===== src/hdl/rgb2i_pkg.sv =====
// Shared types and constants for the RGB to 4:2:0 converter.
// No dependencies; imported by the raster, line store, colour and top modules.
package rgb2i_pkg;

	localparam int MAX_HALF_WIDTH_DEF = 1024;
	localparam int HW_W = 11;
	localparam logic [HW_W-1:0] HALF_WIDTH_RESET = 11'd320;

	// Register index decoded from paddr[2].
	localparam logic REG_HALF_WIDTH = 1'b0;

	typedef struct packed {
		logic [7:0] red;
		logic [7:0] green;
		logic [7:0] blue;
	} pixel_t;

	typedef struct packed {
		logic [9:0] red;
		logic [9:0] green;
		logic [9:0] blue;
	} sums_t;

	typedef struct packed {
		logic we;
		logic re;
	} store_cmd_t;

	typedef struct packed {
		logic odd_row;
		logic odd_column;
	} raster_stat_t;

endpackage


===== src/hdl/rgb2i_colour.sv =====
// Luma and 2x2 averaged chroma arithmetic feeding the output register.
// Depends on rgb2i_pkg for the pixel and sums types.
module rgb2i_colour import rgb2i_pkg::*; (
	input  logic       clk,
	input  logic       load,
	input  pixel_t     pixel_s1,
	input  sums_t      pair_sum_s1,
	input  sums_t      stored,
	input  logic       chroma_s1,
	output logic [7:0] luma_s2,
	output logic [7:0] cb_s2,
	output logic [7:0] cr_s2,
	output logic       chroma_valid_s2
);

	localparam int Y_R = 66;
	localparam int Y_G = 129;
	localparam int Y_B = 25;
	localparam int CB_R = 38;
	localparam int CB_G = 74;
	localparam int CB_B = 112;
	localparam int CR_R = 112;
	localparam int CR_G = 94;
	localparam int CR_B = 18;
	localparam int ROUND = 128;
	localparam int Y_OFFSET = 16;
	// Rounding plus the chroma offset of 128 scaled by 256.
	localparam int C_BIAS = 128 + 32768;

	logic [16:0] y_acc;
	logic [7:0]  luma;
	logic [10:0] tot_r, tot_g, tot_b;
	logic [7:0]  av_r, av_g, av_b;
	logic [16:0] cb_acc, cr_acc;

	assign y_acc = 17'(Y_R) * 17'(pixel_s1.red) + 17'(Y_G) * 17'(pixel_s1.green)
		+ 17'(Y_B) * 17'(pixel_s1.blue) + 17'(ROUND);
	assign luma  = y_acc[15:8] + 8'(Y_OFFSET);

	assign tot_r = 11'(pair_sum_s1.red) + 11'(stored.red);
	assign tot_g = 11'(pair_sum_s1.green) + 11'(stored.green);
	assign tot_b = 11'(pair_sum_s1.blue) + 11'(stored.blue);
	assign av_r  = 8'(tot_r >> 2);
	assign av_g  = 8'(tot_g >> 2);
	assign av_b  = 8'(tot_b >> 2);

	// The biased totals never go negative, so the upper byte is a plain floor.
	assign cb_acc = 17'(CB_B) * 17'(av_b) + 17'(C_BIAS)
		- 17'(CB_R) * 17'(av_r) - 17'(CB_G) * 17'(av_g);
	assign cr_acc = 17'(CR_R) * 17'(av_r) + 17'(C_BIAS)
		- 17'(CR_G) * 17'(av_g) - 17'(CR_B) * 17'(av_b);

	always_ff @(posedge clk) begin
		if (load) begin
			luma_s2         <= luma;
			chroma_valid_s2 <= chroma_s1;
			cb_s2           <= chroma_s1 ? cb_acc[15:8] : 8'd0;
			cr_s2           <= chroma_s1 ? cr_acc[15:8] : 8'd0;
		end
	end

endmodule


===== config.mk =====
export PLATFORM = sky130hd
export DESIGN_NAME = rgb2i_colour
export DESIGN_NICKNAME = d
export VERILOG_FILES = /design/src/hdl/rgb2i_pkg.sv /design/src/hdl/rgb2i_colour.sv
export SDC_FILE = /design/constraint.sdc
export NUM_CORES = 1
export LEC_CHECK = 0
export ABC_AREA = 1
export BUFFER_PORTS_ARGS = -buffer_cell sky130_fd_sc_hd__buf_2
export CAP_MARGIN = 20
export CORE_ASPECT_RATIO = 0.9
export CORE_MARGIN = 2
export CORE_UTILIZATION = 30
export CTS_CLUSTER_DIAMETER = 50
export DETAILED_ROUTE_END_ITERATION = 8
export GPL_ROUTABILITY_DRIVEN = 0
export PLACE_DENSITY = 0.43
export SETUP_SLACK_MARGIN = 0.5
export SLEW_MARGIN = 20
export SYNTH_ARGS = -nofsm -noshare
export SYNTH_HDL_FRONTEND = slang
export SYNTH_SLANG_ARGS = --single-unit

===== constraint.sdc =====
create_clock -name clk -period 9.82 [get_ports clk]
set_input_delay 0 -clock clk [delete_from_list [all_inputs] [get_ports clk]]
set_output_delay 0 -clock clk [all_outputs]
set_load 0.01 [all_outputs]

==> metrics.cfg <==
[drt]
vias_per_cell = 4.52
drc_errors = 0
wire_per_inst_um = 13.6
vias = 8311
dr.pass1.iters = 4
drt.antenna.violating_nets = 0
finalWirelength_um = 25000
dr.first_iter.drc_count = 284

[worst_setup_path]
startpoint = pair_sum_s1[15]
crit_slowest_cell = xor2_1
critPathMaxStageDelay_ns = 0.58
cp-end-kind = register
cp_max_fo = 7
start_kind = input port
critical-path-top-delay-family = adder cells
worstPathRequired_ns = 9.84
crit_type = in -> reg
path_buf_inv = 4
arrival_ns = 6.40

[placement]
dpl.hpwl_um = 23100
io_buffers = 111

[synth]
postSynthAreaPerCell_um2 = 7.73
synth_nets = 1723
synth-seq-area-share_pct = 7.45
syn_inst = 1303
ys_seq_elements = 25
synthDistinctLibCells = 44
netlist_area_um2 = 10100
yosys_warnings = 0

[outcome]
status = complete, no violations

[global_routing]
grt_pass1_vias = 8646
grt_pass1_wl_um = 42500
gr-total-overflow = 0
grt_max_degree = 26
antenna_found_initial = 0
grt_usage_pct = 14.9

[sta]
slew_viol_final = 0
post-route-period-util_pct = 65.0
rsz0062_at_grt = false
min_period_ns = 6.38
worst_slew_margin_rel_pct = 45.4
setup_tns_ns = 0
setup_violations = 0
worst_slew_pin_slew_ns = 0.817
fmax_mhz = 157
hold_violations = 0

[finish]
num_antenna_cells = 0
layout-drive-gt1-share_pct = 10.1
nets = 1838
area_delta_synth_final_pct = 11.6

[clock_network]
post_cts_resized = 0
cts_inserted_buffers = 3
cts_root_buf = clkbuf_16
holdBufCountCts = 0
cts_tree = yes
cts_sinks = 25
cts_max_level = 1
postCtsSetupRepairBufs = 0
cts.path.max_buffers = 2
clk_pin_slew_worst_paths_ns = 0.06

[floorplanning]
die_y_um = 178
die_area_um2 = 35100
die_w_um = 197
start_util_pct = 30.5
ioPinCount = 112
rows = 63
coreArea_um2 = 33000

[min_path]
min_path_type = in -> reg
min-delay-start = chroma_s1

[run]
cap_violations = 0

## cell type report
type,instances,area [um^2]
fillers,3554,21800
multi-input cells,982,8210
inverters,295,1110
flip-flops and latches,25,751
repair buffers,111,556
well taps,422,528
clock buffers,3,75.1
clock inverters,1,8.76
## Yosys cell counts (all sizes together)
| cell type | instances | area share [%] |
|---|---|---|
| nand3 | 65 | 3.3 |
| o311ai | 2 | 0.17 |
| nand3b | 2 | 0.15 |
| o21bai | 15 | 1.2 |
| or2 | 2 | 0.12 |
| a221oi | 1 | 0.087 |
| o21ai | 34 | 1.7 |
| inv | 295 | 11 |
| nor4 | 1 | 0.062 |
| a211oi | 2 | 0.15 |
| nor3 | 10 | 0.71 |
| edfxtp | 25 | 7.5 |
| a31oi | 8 | 0.50 |
| xnor2 | 29 | 2.7 |
| xor2 | 43 | 3.9 |
| ha | 247 | 31 |
| fa | 86 | 17 |
| and3 | 1 | 0.062 |
| o221ai | 1 | 0.087 |
| nand4 | 15 | 1.1 |
| nor2 | 76 | 2.9 |
| o211ai | 1 | 0.075 |
| o22ai | 1 | 0.062 |
| a21oi | 94 | 4.7 |
| nand2 | 232 | 8.9 |
| a21o | 9 | 0.67 |
| clkbuf | 1 | 0.037 |
| a21boi | 1 | 0.075 |
| o21a | 4 | 0.31 |
## sequential cells by signal (all words and copies together), names as in the netlist
signal,cells
chroma_valid_s2,1
luma_s2,8
cr_s2,8
cb_s2,8
## through the flow
step | instances | cell area [um^2] | setup slack [ns] | hold slack [ns] | utilization [%]
3_5_place_dp | 1835 | 11200 | 3.13 | 0.411 | 33.8
6_report | 1839 | 11200 | 3.44 | 0.159 | 34.0
5_1_grt | 1839 | 11200 | 2.84 | 0.175 | 34.0
4_1_cts | 1839 | 11200 | 3.39 | 0.157 | 34.0
3_3_place_gp | 1835 | 11200 | 3.21 | 0.412 | 33.8
2_1_floorplan | 1303 | 10100 | 3.78 | 0.0989 | -
## cells by family (layout without fill, tap and decap cells)
logic type | Yosys count | count (layout) | synth area share [%]
XOR/XNOR | 72 | 72 | 6.60
buffers and inverters | 296 | 410 | 11.0
AO/OA/AOI/OAI | 173 | 173 | 9.78
AND/OR/NAND/NOR | 404 | 404 | 17.4
adder cells (fa/ha/maj) | 333 | 333 | 47.8
flip-flops | 25 | 25 | 7.45
## path summary, 6_finish.rpt
check | to | slack (ns) | depth (start not counted)
hold / removal | chroma_valid_s2$_DFFE_PP_ | 0.16 | 1
setup / recovery | cr_s2[6]$_SDFFCE_PN0P_ | 3.44 | 31
## routing by layer
metal | wire, um | vias to the layer above | GRT usage, %
met2 | 10900 | 80 | 24.9
met4 | 89 | 0 | 0.721
met1 | 13600 | 3795 | 22.2
met3 | 388 | 6 | 0.912
met5 | 0 | - | 0
li1 | - | 4430 | -
## cell usage in the layout, fill, tap and decap left out, types with 2 or more instances in the layout
| cell | n |
|---|---|
| a211oi_1 | 2 |
| xnor2_1 | 28 |
| nand3_2 | 2 |
| ha_1 | 247 |
| inv_2 | 2 |
| a21o_1 | 9 |
| nand2_2 | 6 |
| o21bai_1 | 13 |
| edfxtp_1 | 25 |
| a21oi_1 | 93 |
| nor3_2 | 2 |
| nand2_4 | 2 |
| nor3_1 | 7 |
| o21bai_2 | 2 |
| fa_1 | 86 |
| o21ai_0 | 32 |
| xor2_2 | 2 |
| inv_1 | 293 |
| nand3_1 | 63 |
| nand3b_1 | 2 |
| o311ai_0 | 2 |
| nor2_1 | 74 |
| o21a_1 | 3 |
| clkbuf_16 | 3 |
| o21ai_1 | 2 |
| nand2_1 | 224 |
| or2_2 | 2 |
| buf_2 | 111 |
| a31oi_1 | 8 |
| nand4_1 | 13 |
| nand4_2 | 2 |
| xor2_1 | 41 |
Power is not shown: default switching activity piles up to over one toggle a cycle in this logic, so the estimate is an artifact.
