## config.mk

```make
export PLATFORM = sky130hd
export DESIGN_NAME = rgb2i_raster
export DESIGN_NICKNAME = d
export VERILOG_FILES = /design/src/hdl/rgb2i_pkg.sv /design/src/hdl/rgb2i_raster.sv
export SDC_FILE = /design/constraint.sdc
export NUM_CORES = 1
export LEC_CHECK = 0
export ABC_AREA = 1
export ABC_CLOCK_PERIOD_IN_PS = 2850
export BUFFER_PORTS_ARGS = -buffer_cell sky130_fd_sc_hd__buf_2
export CAP_MARGIN = 40
export CORE_ASPECT_RATIO = 1.2
export CORE_UTILIZATION = 50
export DETAILED_ROUTE_END_ITERATION = 10
export PLACE_DENSITY = 0.84
export SLEW_MARGIN = 20
export SYNTH_ARGS = -nofsm -noshare
export SYNTH_HDL_FRONTEND = slang
export SYNTH_SLANG_ARGS = --single-unit
```

## constraint.sdc

```tcl
create_clock -name clk -period 2.85 [get_ports clk]
set_clock_uncertainty 0.1 [all_clocks]
set_input_delay 0.285 -clock clk [delete_from_list [all_inputs] [get_ports clk]]
set_output_delay 0.285 -clock clk [all_outputs]
set_load 0.05 [all_outputs]
```

## src/hdl/rgb2i_pkg.sv

```systemverilog
// Shared types and constants for the RGB to 4:2:0 converter.
// No dependencies; imported by the raster, line store, colour and top modules.
package rgb2i_pkg;

	localparam int MAX_HALF_WIDTH_DEF = 1024;
	localparam int HW_W = 11;
	localparam logic [HW_W-1:0] HALF_WIDTH_RESET = 11'd320;

	// Register index decoded from paddr[2].
	localparam logic REG_HALF_WIDTH = 1'b0;

	typedef struct packed {
		logic [7:0] red;
		logic [7:0] green;
		logic [7:0] blue;
	} pixel_t;

	typedef struct packed {
		logic [9:0] red;
		logic [9:0] green;
		logic [9:0] blue;
	} sums_t;

	typedef struct packed {
		logic we;
		logic re;
	} store_cmd_t;

	typedef struct packed {
		logic odd_row;
		logic odd_column;
	} raster_stat_t;

endpackage

```

## src/hdl/rgb2i_raster.sv

```systemverilog
// Raster position tracking, pair summing and the input pipeline register.
// Depends on rgb2i_pkg; drives the line store commands.
module rgb2i_raster import rgb2i_pkg::*; #(
	parameter int MAX_HALF_WIDTH = MAX_HALF_WIDTH_DEF
) (
	input  logic             clk,
	input  logic             arst_n,
	input  logic             accept,
	input  pixel_t           pixel,
	input  logic             frame_start,
	input  logic [HW_W-1:0]  half_width,
	output store_cmd_t       cmd,
	output logic [((MAX_HALF_WIDTH > 1) ? $clog2(MAX_HALF_WIDTH) : 1)-1:0] addr,
	output sums_t            pair_sum,
	output raster_stat_t     stat,
	output pixel_t           pixel_s1,
	output sums_t            pair_sum_s1,
	output logic             chroma_s1
);

	localparam int AW    = (MAX_HALF_WIDTH > 1) ? $clog2(MAX_HALF_WIDTH) : 1;
	localparam int CW    = $clog2(2 * MAX_HALF_WIDTH);
	localparam int CMP_W = (CW + 1 > HW_W + 1) ? CW + 1 : HW_W + 1;
	localparam logic [CMP_W-1:0] MAX_HW = CMP_W'(MAX_HALF_WIDTH);

	logic [CW-1:0]    col_q;
	logic             odd_q;
	pixel_t           left_q;
	logic [CW-1:0]    col_eff;
	logic             odd_eff;
	logic [CMP_W-1:0] hw_ext;
	logic [CMP_W-1:0] hw_eff;
	logic [CMP_W-1:0] line_w;
	logic [CMP_W-1:0] col_next;

	// A frame start forces the pixel to row 0, column 0 before it is used.
	assign col_eff = frame_start ? '0 : col_q;
	assign odd_eff = frame_start ? 1'b0 : odd_q;

	assign hw_ext = CMP_W'(half_width);
	always_comb begin
		if (hw_ext == '0) begin
			hw_eff = CMP_W'(1);
		end else if (hw_ext > MAX_HW) begin
			hw_eff = MAX_HW;
		end else begin
			hw_eff = hw_ext;
		end
	end
	assign line_w   = hw_eff << 1;
	assign col_next = CMP_W'(col_eff) + CMP_W'(1);

	assign pair_sum.red   = 10'(pixel.red) + 10'(left_q.red);
	assign pair_sum.green = 10'(pixel.green) + 10'(left_q.green);
	assign pair_sum.blue  = 10'(pixel.blue) + 10'(left_q.blue);

	assign cmd.we = accept && col_eff[0] && !odd_eff;
	assign cmd.re = accept && col_eff[0] && odd_eff;
	assign addr   = AW'(col_eff >> 1);

	assign stat.odd_row    = odd_q;
	assign stat.odd_column = col_q[0];

	always_ff @(posedge clk or negedge arst_n) begin
		if (!arst_n) begin
			col_q  <= '0;
			odd_q  <= 1'b0;
			left_q <= '0;
		end else if (accept) begin
			if (!col_eff[0]) begin
				left_q <= pixel;
			end
			if (col_next >= line_w) begin
				col_q <= '0;
				odd_q <= !odd_eff;
			end else begin
				col_q <= CW'(col_next);
				odd_q <= odd_eff;
			end
		end
	end

	always_ff @(posedge clk) begin
		if (accept) begin
			pixel_s1    <= pixel;
			pair_sum_s1 <= pair_sum;
			chroma_s1   <= col_eff[0] && odd_eff;
		end
	end

endmodule

```

==> results of run 1 <==
==> what timing repair did <==
action | CTS | global route
endpoints found under the setup margin | 1 | 16
gates resized for setup | 1 | 9
hold buffers | 1 | 0
gates cloned | 0 | 1
hold endpoints to repair | 36 | 0
pin swaps | 0 | 2
==> flip-flops by register name, summed over array words and instances (netlist names) <==
signal       cells
chroma_s1        1
col_q           11
pixel_s1        24
odd_q            1
left_q          24
pair_sum_s1     27
==> cell usage in the layout (no fill, tap or decap), types with 4 or more instances in the layout <==
master,instances
ha_1,35
buf_2,130
nand2_2,6
mux2_2,8
inv_2,4
nand2_1,101
conb_1,6
mux2_4,13
xnor2_1,7
inv_1,47
nand3_2,4
o21ai_0,4
nor2_4,6
dfrtp_1,36
a21o_1,7
nand4_1,9
nand3_1,26
edfxtp_1,52
nor2_1,15
xor2_1,10
clkbuf_8,9
a21oi_1,16
a31oi_1,6
==> final timing paths <==
check	from	to	slack, ns	cells past startpoint
min reg2reg	left_q[13]	left_q[13]	0.41	1
max reg2reg	col_q[0]	col_q[2]	0.26	18
min	pixel[10]	pixel_s1[10]	0.03	1
min in group asynchronous	arst_n	left_q[22]	0.16	2
max in group asynchronous	arst_n	col_q[8]	2.08	3
max	left_q[0]	pair_sum[6]	0.15	8
==> cells by family after synthesis <==
group | count (synthesis)
simple gates | 175
flops | 88
buf+inv | 66
compound gates | 40
fa+ha+maj | 39
mux | 21
xor+xnor | 18
other cells | 1
==> cell usage after synthesis (2+ instances only) <==
master | instances | share of area
nand2_1 | 102 | 0.080
nor2_4 | 4 | 0.0094
xnor2_1 | 7 | 0.013
xor2_1 | 10 | 0.018
nor2_2 | 2 | 0.0026
mux2_2 | 8 | 0.019
buf_4 | 9 | 0.014
edfxtp_1 | 52 | 0.33
nand3_1 | 26 | 0.027
dfrtp_1 | 36 | 0.19
o211ai_1 | 3 | 0.0047
nand3_2 | 4 | 0.0083
nand4_1 | 9 | 0.012
a21oi_1 | 16 | 0.017
a21o_1 | 7 | 0.011
ha_1 | 36 | 0.094
fa_1 | 3 | 0.013
buf_6 | 2 | 0.0047
inv_2 | 4 | 0.0031
nor3_1 | 3 | 0.0031
o21ai_0 | 7 | 0.0073
nor2_1 | 15 | 0.012
inv_1 | 47 | 0.037
a31oi_1 | 6 | 0.0078
mux2_4 | 13 | 0.041
nand2_2 | 5 | 0.0065
==> metrics by stage <==
step	utilization	instance area, um2	hold WS (ns)	cells
6_report	0.631	5790	0.0290	711
5_1_grt	0.631	5790	0.0104	711
4_1_cts	0.625	5740	0.0103	709
3_5_place_dp	0.601	5520	0.338	692
3_3_place_gp	0.601	5520	0.317	692
2_1_floorplan	-	4820	-0.111	453
==> where the power goes <==
group	internal [mW]	leakage, nW	switching (mW)
Combinational	0.458	1.90	1.44
Clock	0.489	0.102	0.428
Sequential	1.57	0.957	0.0631
==> per-layer routing <==
metal,vias up,share of wire,GRT usage
met5,-,0.00075,0
met4,2,0.028,0.112
met3,33,0.071,0.0546
met2,209,0.52,0.401
met1,1784,0.38,0.245
li1,1778,-,-
==> cell type report <==
| class | instances | area [um2] |
|---|---|---|
| Clock inverter | 6 | 83.8 |
| Multi-Input combinational cell | 300 | 2070 |
| Timing Repair Buffer | 135 | 703 |
| Clock buffer | 10 | 128 |
| Inverter | 52 | 198 |
| Sequential cell | 88 | 2460 |
| Tap cell | 120 | 150 |
| Fill cell | 722 | 3390 |
==> impl_metrics.yaml, run 1 <==
critical_path:
  critPathRequiredTime_ns: 2.47
  crit_path_max_fanout: 3
  cp.arrival_ns: 2.31
  path_buf_inv: 2
  cpLargestDelayFamily: "adder cells"
  worstSetupPathType: "flop to output pin"
  path_common_cell: "nand2_1"
  start_kind: "flop"
  slowest_stage: "fa_1"
  path_cells: "ha_1 > inv_1 > fa_1 > o21ai_1 > nand2_1 > nand2_1 > xor2_1 > clkbuf_4"
  setup.worst_path.end_class: "output pin"
  max_stage_delay_ns: 0.42
routing:
  vias_per_cell: 5.35
  totalWireLength_um: 10700
  drc: 0
  avgRoutedWirePerCell_um: 15.0
  first_pass_iters: 4
  vias: 3806
  initialDrtViolationCount: 201
  postRouteAntennaNets: 0
synth:
  synth-edff-count: 52
  syn-instance-count: 448
  ys_ff_latch: 88
  synthAdderAreaFrac: 0.106
  synth.avg_cell_area_um2: 10.7
  synth_xor_area_frac: 0.0344
  syn-cell-area_um2: 4800
  yosys.area_share.simple: 0.171
  ys_types: 38
  synth-seq-area-share: 0.513
  yosysWarningCount: 0
  synthMuxAreaShare: 0.0595
  ys.flop_type: "edfxtp_1"
  synth_compound_area_frac: 0.0488
  synth_top_family_by_area: "simple AND/OR/NAND/NOR gates"
  async_reset_ff_frac: 0.409
timing:
  max_freq_mhz: 371
  hold_viol_final: 0
  min_period_over_period: 0.947
  report.final.slew_viol_count: 0
  setup_viol: 0
  worst_pin_slew_ns: 0.604
  tns_ns: 0
  max_slew_margin: 0.597
  final.setup.worst_slack_ns: 0.151
  fin_crit_ns: 2.70
  grt_setup_unrepaired: "false"
floorplan:
  die_area_um2: 9990
  ios: 138
  initial_utilization: 0.523
  die_x_um: 91.4
  core_um2: 9180
  std_cell_rows: 38
  die-height_um: 109
global_routing:
  grt_usage: 0.222
  grt-ovfl-total: 0
  grt_pass1_wl_um: 17100
  grt_pass1_vias: 3719
  grt_max_degree: 46
  antenna_found_initial: 1
clocking:
  cts_buffer_depth: 2
  clk_pin_slew_ns: 0.08
  insertion_delay_ns: 0.36
  cts_buffers: 9
  root_buffer: "clkbuf_8"
  cts_sinks: 88
  cts_htree_levels: 3
  cts_tree: "yes"
  post_cts_buffers: 0
placement:
  place.port_buffers: 131
  hpwlAfterDp_um: 8050
  place_congestion: 0.931
  dp_slack_ns: 0.0980
layout:
  fin_nets: 664
  antenna_cells: 0
  syn_to_final_growth_pct: 20.7
  drive_above_1_share: 0.333
power:
  p_total_mw: 4.44
  leakage_nw: 2.96
  pwr_density_cell_nw_per_um2: 768
  vdd_ir_drop_max_mv: 0.305
run:
  drv_cap: 0
hold_path:
  hp-class: "input port to flop"
status:
  status: "finished clean"
Note: power is estimated with default switching activity, not from simulation.
==> run 2: changes to the inputs <==
--- a/config.mk
+++ b/config.mk
@@ -12,6 +12,7 @@
 export CORE_ASPECT_RATIO = 1.2
 export CORE_UTILIZATION = 50
 export DETAILED_ROUTE_END_ITERATION = 10
+export GPL_TIMING_DRIVEN = 0
 export PLACE_DENSITY = 0.84
 export SLEW_MARGIN = 20
 export SYNTH_ARGS = -nofsm -noshare
==> impl_metrics.yaml, run 2 (same netlist as run 1, synthesis figures left out) <==
status:
  status: "finished clean"
global_routing:
  grt-ovfl-total: 0
  antenna_found_initial: 0
  grt_usage: 0.204
  met2_usage: 0.375
  top_usage_layer: "met2"
  globalRouteMet1Util: 0.232
  grt_max_degree: 38
  grt_pass1_vias: 3532
  grt_pass1_wl_um: 15900
  met3_usage: 0.0429
layout:
  fin_nets: 677
  antenna_cells: 0
  top_regs: "pair_sum_s1: 27 flops, left_q: 24 flops, pixel_s1: 24 flops"
  finalCoreUtilization: 0.647
  largest_reg_flops: 27
  drive_above_1_share: 0.348
  syn_to_final_growth_pct: 23.7
  layout_common_cells: "buf_2 (132), nand2_1 (102), edfxtp_1 (52), inv_1 (47), dfrtp_1 (36)"
  final_common_cell: "buf_2"
  stdcell_area_um2: 5940
  fillers: 678
  top_register: "pair_sum_s1"
placement:
  dpl_cell_area_um2: 5640
  place.port_buffers: 131
  place_congestion: 0.879
  hpwlAfterDp_um: 7710
critical_path:
  slowest_stage: "fa_1"
  path_common_cell: "nand2_1"
  crit_path_max_fanout: 3
  critPathRequiredTime_ns: 2.47
  path_buf_inv: 2
  max_stage_delay_ns: 0.41
  setup.worst_path.end_class: "output pin"
  cp.arrival_ns: 2.27
  cpLargestDelayFamily: "adder cells"
  start_kind: "flop"
  worstSetupPathType: "flop to output pin"
  path_cells: "ha_1 > inv_1 > fa_1 > o21ai_1 > nand2_1 > nand2_1 > xor2_1 > buf_2"
routing:
  first_pass_iters: 4
  initialDrtViolationCount: 249
  drc: 0
  totalWireLength_um: 10100
  avgRoutedWirePerCell_um: 14.0
  postRouteAntennaNets: 0
  vias: 3701
  vias_per_cell: 5.11
clocking:
  cts_sinks: 88
  cts_buffer_depth: 2
  insertion_delay_ns: 0.35
  root_buffer: "clkbuf_8"
  clk_pin_slew_ns: 0.08
  cts_tree: "yes"
  cts_htree_levels: 3
  cts_buffers: 9
floorplan:
  core_um2: 9180
  initial_utilization: 0.523
  ios: 138
  die_x_um: 91.4
  std_cell_rows: 38
  die-height_um: 109
  die_area_um2: 9990
power:
  vdd_ir_drop_max_mv: 0.386
  pwr_density_cell_nw_per_um2: 758
  leakage_nw: 3.04
timing:
  grt_setup_unrepaired: "false"
  report.final.slew_viol_count: 0
  min_period_over_period: 0.931
  fin_crit_ns: 2.65
  hold_viol_final: 0
  setup_viol: 0
  tns_ns: 0
  max_freq_mhz: 377
hold_path:
  hp-class: "input port to flop"
run:
  drv_cap: 0
==> run 2: cell count changes in the layout (fill, tap and decap cells not counted) <==
cell        previous run  this run
buf_16                 0         1
nand2_2                6         5
clkinvlp_4             1         2
buf_12                 1         2
clkbuf_4               1         0
clkbuf_8               9        11
buf_2                130       132
clkinv_1               2         1
buf_6                  0         2
nand2_1              101       102
clkinv_4               1         0
buf_4                  2         9
==> run 2: routing by layer <==
metal | wire length, um | share of wire
met2 | 5200 | 0.51
met1 | 4210 | 0.42
met5 | 0 | 0
met3 | 528 | 0.052
met4 | 192 | 0.019
==> run 2: where the power goes <==
part,internal (mW),switching [mW],total (mW)
sequential,1.57,0.0640,1.63
clock,0.538,0.421,0.960
combinational,0.473,1.43,1.91
==> run 2: timing repair <==
action / in CTS / in global routing
setup endpoints to repair: 0 / 16
hold buffers: 1 / 0
endpoints found under the hold margin: 36 / 0
setup buffers: 0 / 0
gates resized for setup: 0 / 8
==> run 2: final cells by class <==
class                   instances  area (um2)  area share
plain buffers                  14         119      0.0200
clock buffers                  11         151      0.0255
clock inverters                 5        78.8      0.0133
inverters                      52         198      0.0333
multi-input cells             300        2060       0.348
flip-flops and latches         88        2460       0.415
well taps                     120         150      0.0253
repair buffers                134         713       0.120
==> run 2: metrics by stage <==
stage	hold WS, ns	power [mW]	instances	setup slack [ns]
CTS	0.0267	4.50	722	0.0289
detailed placement	0.321	3.54	705	0.146
floorplan	-0.111	3.12	453	0.255
finish	0.0352	4.50	724	0.198
global route	0.0217	4.69	724	0.0355
global placement	0.327	3.49	704	0.197
==> run 2: final timing paths <==
kind / end / slack [ns] / cells past startpoint / startpoint
min in group asynchronous: left_q[21] / 0.28 / 2 / arst_n
max in group asynchronous: left_q[8] / 1.92 / 3 / arst_n
min reg2reg: col_q[10] / 0.41 / 2 / col_q[10]
max: pair_sum[16] / 0.20 / 8 / left_q[8]
max reg2reg: col_q[4] / 0.24 / 18 / col_q[0]
min: pixel_s1[15] / 0.04 / 1 / pixel[15]
==> run 3: changes to the inputs <==
--- a/config.mk
+++ b/config.mk
@@ -6,13 +6,15 @@
 export NUM_CORES = 1
 export LEC_CHECK = 0
 export ABC_AREA = 1
-export ABC_CLOCK_PERIOD_IN_PS = 2850
+export ABC_CLOCK_PERIOD_IN_PS = 2500
 export BUFFER_PORTS_ARGS = -buffer_cell sky130_fd_sc_hd__buf_2
 export CAP_MARGIN = 40
 export CORE_ASPECT_RATIO = 1.2
 export CORE_UTILIZATION = 50
 export DETAILED_ROUTE_END_ITERATION = 10
+export GPL_ROUTABILITY_DRIVEN = 0
 export GPL_TIMING_DRIVEN = 0
+export HOLD_SLACK_MARGIN = 0.1
 export PLACE_DENSITY = 0.84
 export SLEW_MARGIN = 20
 export SYNTH_ARGS = -nofsm -noshare
==> constraint.sdc (replaced) <==
create_clock -name clk -period 2.5 [get_ports clk]
set_clock_uncertainty 0.1 [all_clocks]
set_input_delay 0.25 -clock clk [delete_from_list [all_inputs] [get_ports clk]]
set_output_delay 0.25 -clock clk [all_outputs]
set_load 0.05 [all_outputs]
==> impl_metrics.yaml, run 3 (same netlist as run 1, synthesis figures left out) <==
hold_path:
  whs_endpoint: "pair_sum_s1[10]"
  hp-class: "input port to flop"
  hp-start: "pixel[8]"
  min_delay_path_depth: 2
critical_path:
  ff2ff_setup_slack_ns: 0
  cp.arrival_ns: 2.19
  rr_startpoint: "col_q[3]"
  start_kind: "flop"
  timing.rr.end: "col_q[3]"
  crit_path_max_fanout: 3
  worstSetupPathType: "flop to output pin"
  setup.worst_path.end_class: "output pin"
  worstRegToRegCells: 13
  critPathRequiredTime_ns: 2.15
layout:
  drive_above_1_share: 0.419
  largest_reg_flops: 27
  stdcell_area_um2: 6530
  fin_nets: 715
  top_regs: "pair_sum_s1: 27 flops, left_q: 24 flops, pixel_s1: 24 flops"
  layout_common_cells: "buf_2 (122), nand2_1 (91), edfxtp_1 (52), inv_1 (41), dfrtp_1 (36)"
  top_register: "pair_sum_s1"
  antenna_cells: 0
  fillers: 609
  syn_to_final_growth_pct: 36.0
  final_common_cell: "buf_2"
timing:
  max_freq_mhz: 393
  setup_viol: 3
  worst_pin_slew_ns: 0.526
  hold_viol_final: 0
  fin_crit_ns: 2.54
  min_period_over_period: 1.02
  grt_setup_unrepaired: "true"
  report.final.slew_viol_count: 0
  hold_ws_ns: 0.148
  final.setup.worst_slack_ns: -0.0422
  max_slew_margin: 0.649
floorplan:
  core_um2: 9180
  initial_utilization: 0.523
  die-height_um: 109
  ios: 138
  die_area_um2: 9990
  die_x_um: 91.4
  std_cell_rows: 38
power:
  pwr_density_cell_nw_per_um2: 806
  leakage_nw: 3.21
  comb_power_share: 0.464
  p_switching_mw: 2.28
  seq_power_share: 0.355
  clkPwrFrac: 0.180
  switching_share: 0.434
  vdd_ir_drop_max_mv: 0.329
  p_int_mw: 2.98
global_routing:
  antenna_found_initial: 1
  grt_usage: 0.229
  grt_pass1_wl_um: 17700
  grt_pass1_vias: 3717
  grt_max_degree: 37
  grt-ovfl-total: 0
placement:
  hpwlAfterDp_um: 7980
  place.port_buffers: 131
  dpl_cell_area_um2: 5670
clocking:
  cts_buffer_depth: 2
  cts_buffers: 9
  cts_htree_levels: 3
  clk_pin_slew_ns: 0.08
  insertion_delay_ns: 0.35
  cts_sinks: 88
  root_buffer: "clkbuf_8"
  cts_tree: "yes"
routing:
  vias_per_cell: 5.29
  postRouteAntennaNets: 0
  first_pass_iters: 5
  vias: 4031
  avgRoutedWirePerCell_um: 16.1
  initialDrtViolationCount: 199
  drc: 0
  totalWireLength_um: 12200
run:
  drv_cap: 0
status:
  violations: "setup timing"
  status: "complete, but fails checks"
-- run 3: cell count changes in the layout (fill, tap and decap cells not counted), sizes merged --
cell | before | now
clkbuf | 12 | 21
buf | 146 | 155
dlygate4sd3 | 1 | 25
clkinv | 1 | 0
clkinvlp | 2 | 1
bufinv | 2 | 1
inv | 52 | 51
-- run 3: cell type report --
cell class	instances	area, um2	share of cell area
repair buffers	172	1090	0.167
well taps	120	150	0.0230
flip-flops and latches	88	2460	0.377
plain buffers	14	119	0.0182
multi-input cells	300	2310	0.354
inverters	52	206	0.0316
clock inverters	1	30.0	0.00460
clock buffers	15	156	0.0240
-- run 3: how the worst max path moves through the flow --
stage | from | endpoint | slack [ns]
global placement | frame_start | col_q[6] | -0.13
floorplan | col_q[1] | col_q[10] | 0.02
detailed placement | frame_start | col_q[8] | -0.19
CTS | left_q[0] | pair_sum[6] | 0.002
global route | col_q[3] | col_q[8] | -0.13
finish | left_q[16] | pair_sum[28] | -0.04
-- run 3: through the flow --
step	total power, mW	setup TNS, ns	utilization	setup slack, ns	cells
finish	5.26	-0.0891	0.711	-0.0422	762
global route	5.46	-1.28	0.711	-0.131	762
CTS	5.08	0	0.672	0.00222	748
detailed placement	4.06	-1.83	0.618	-0.190	705
global placement	4.00	-1.17	0.616	-0.125	704
floorplan	3.57	0	-	0.0204	453
-- run 3: metal layers --
metal,GRT usage,vias up,wire [um]
met1,0.264,1869,4530
met2,0.416,233,6380
met5,0,-,11
met3,0.0436,42,902
li1,-,1885,-
met4,0.103,2,415
-- run 3: power by group through the flow --
stage	sequential, mW	combinational [mW]	clock [mW]
floorplan	2.33	1.24	0
global placement	1.88	2.12	0
detailed placement	1.89	2.17	0
CTS	1.86	2.26	0.963
global route	1.88	2.56	1.02
finish	1.87	2.44	0.949
-- run 3: timing repair --
action,in CTS,in global routing
pin swaps,4,26
endpoints found under the hold margin,81,0
setup endpoints to repair,20,27
gates resized for setup,19,58
setup buffers,1,13
hold buffers,25,0
cloned,1,0
-- run 3: critical path, stage by stage (launching register included) --
cell	delay, ns
dfrtp_1	0.37
ha_2	0.20
inv_1	0.09
fa_2	0.44
o21ai_4	0.18
nand4_1	0.12
o211ai_1	0.15
clkbuf_4	0.29
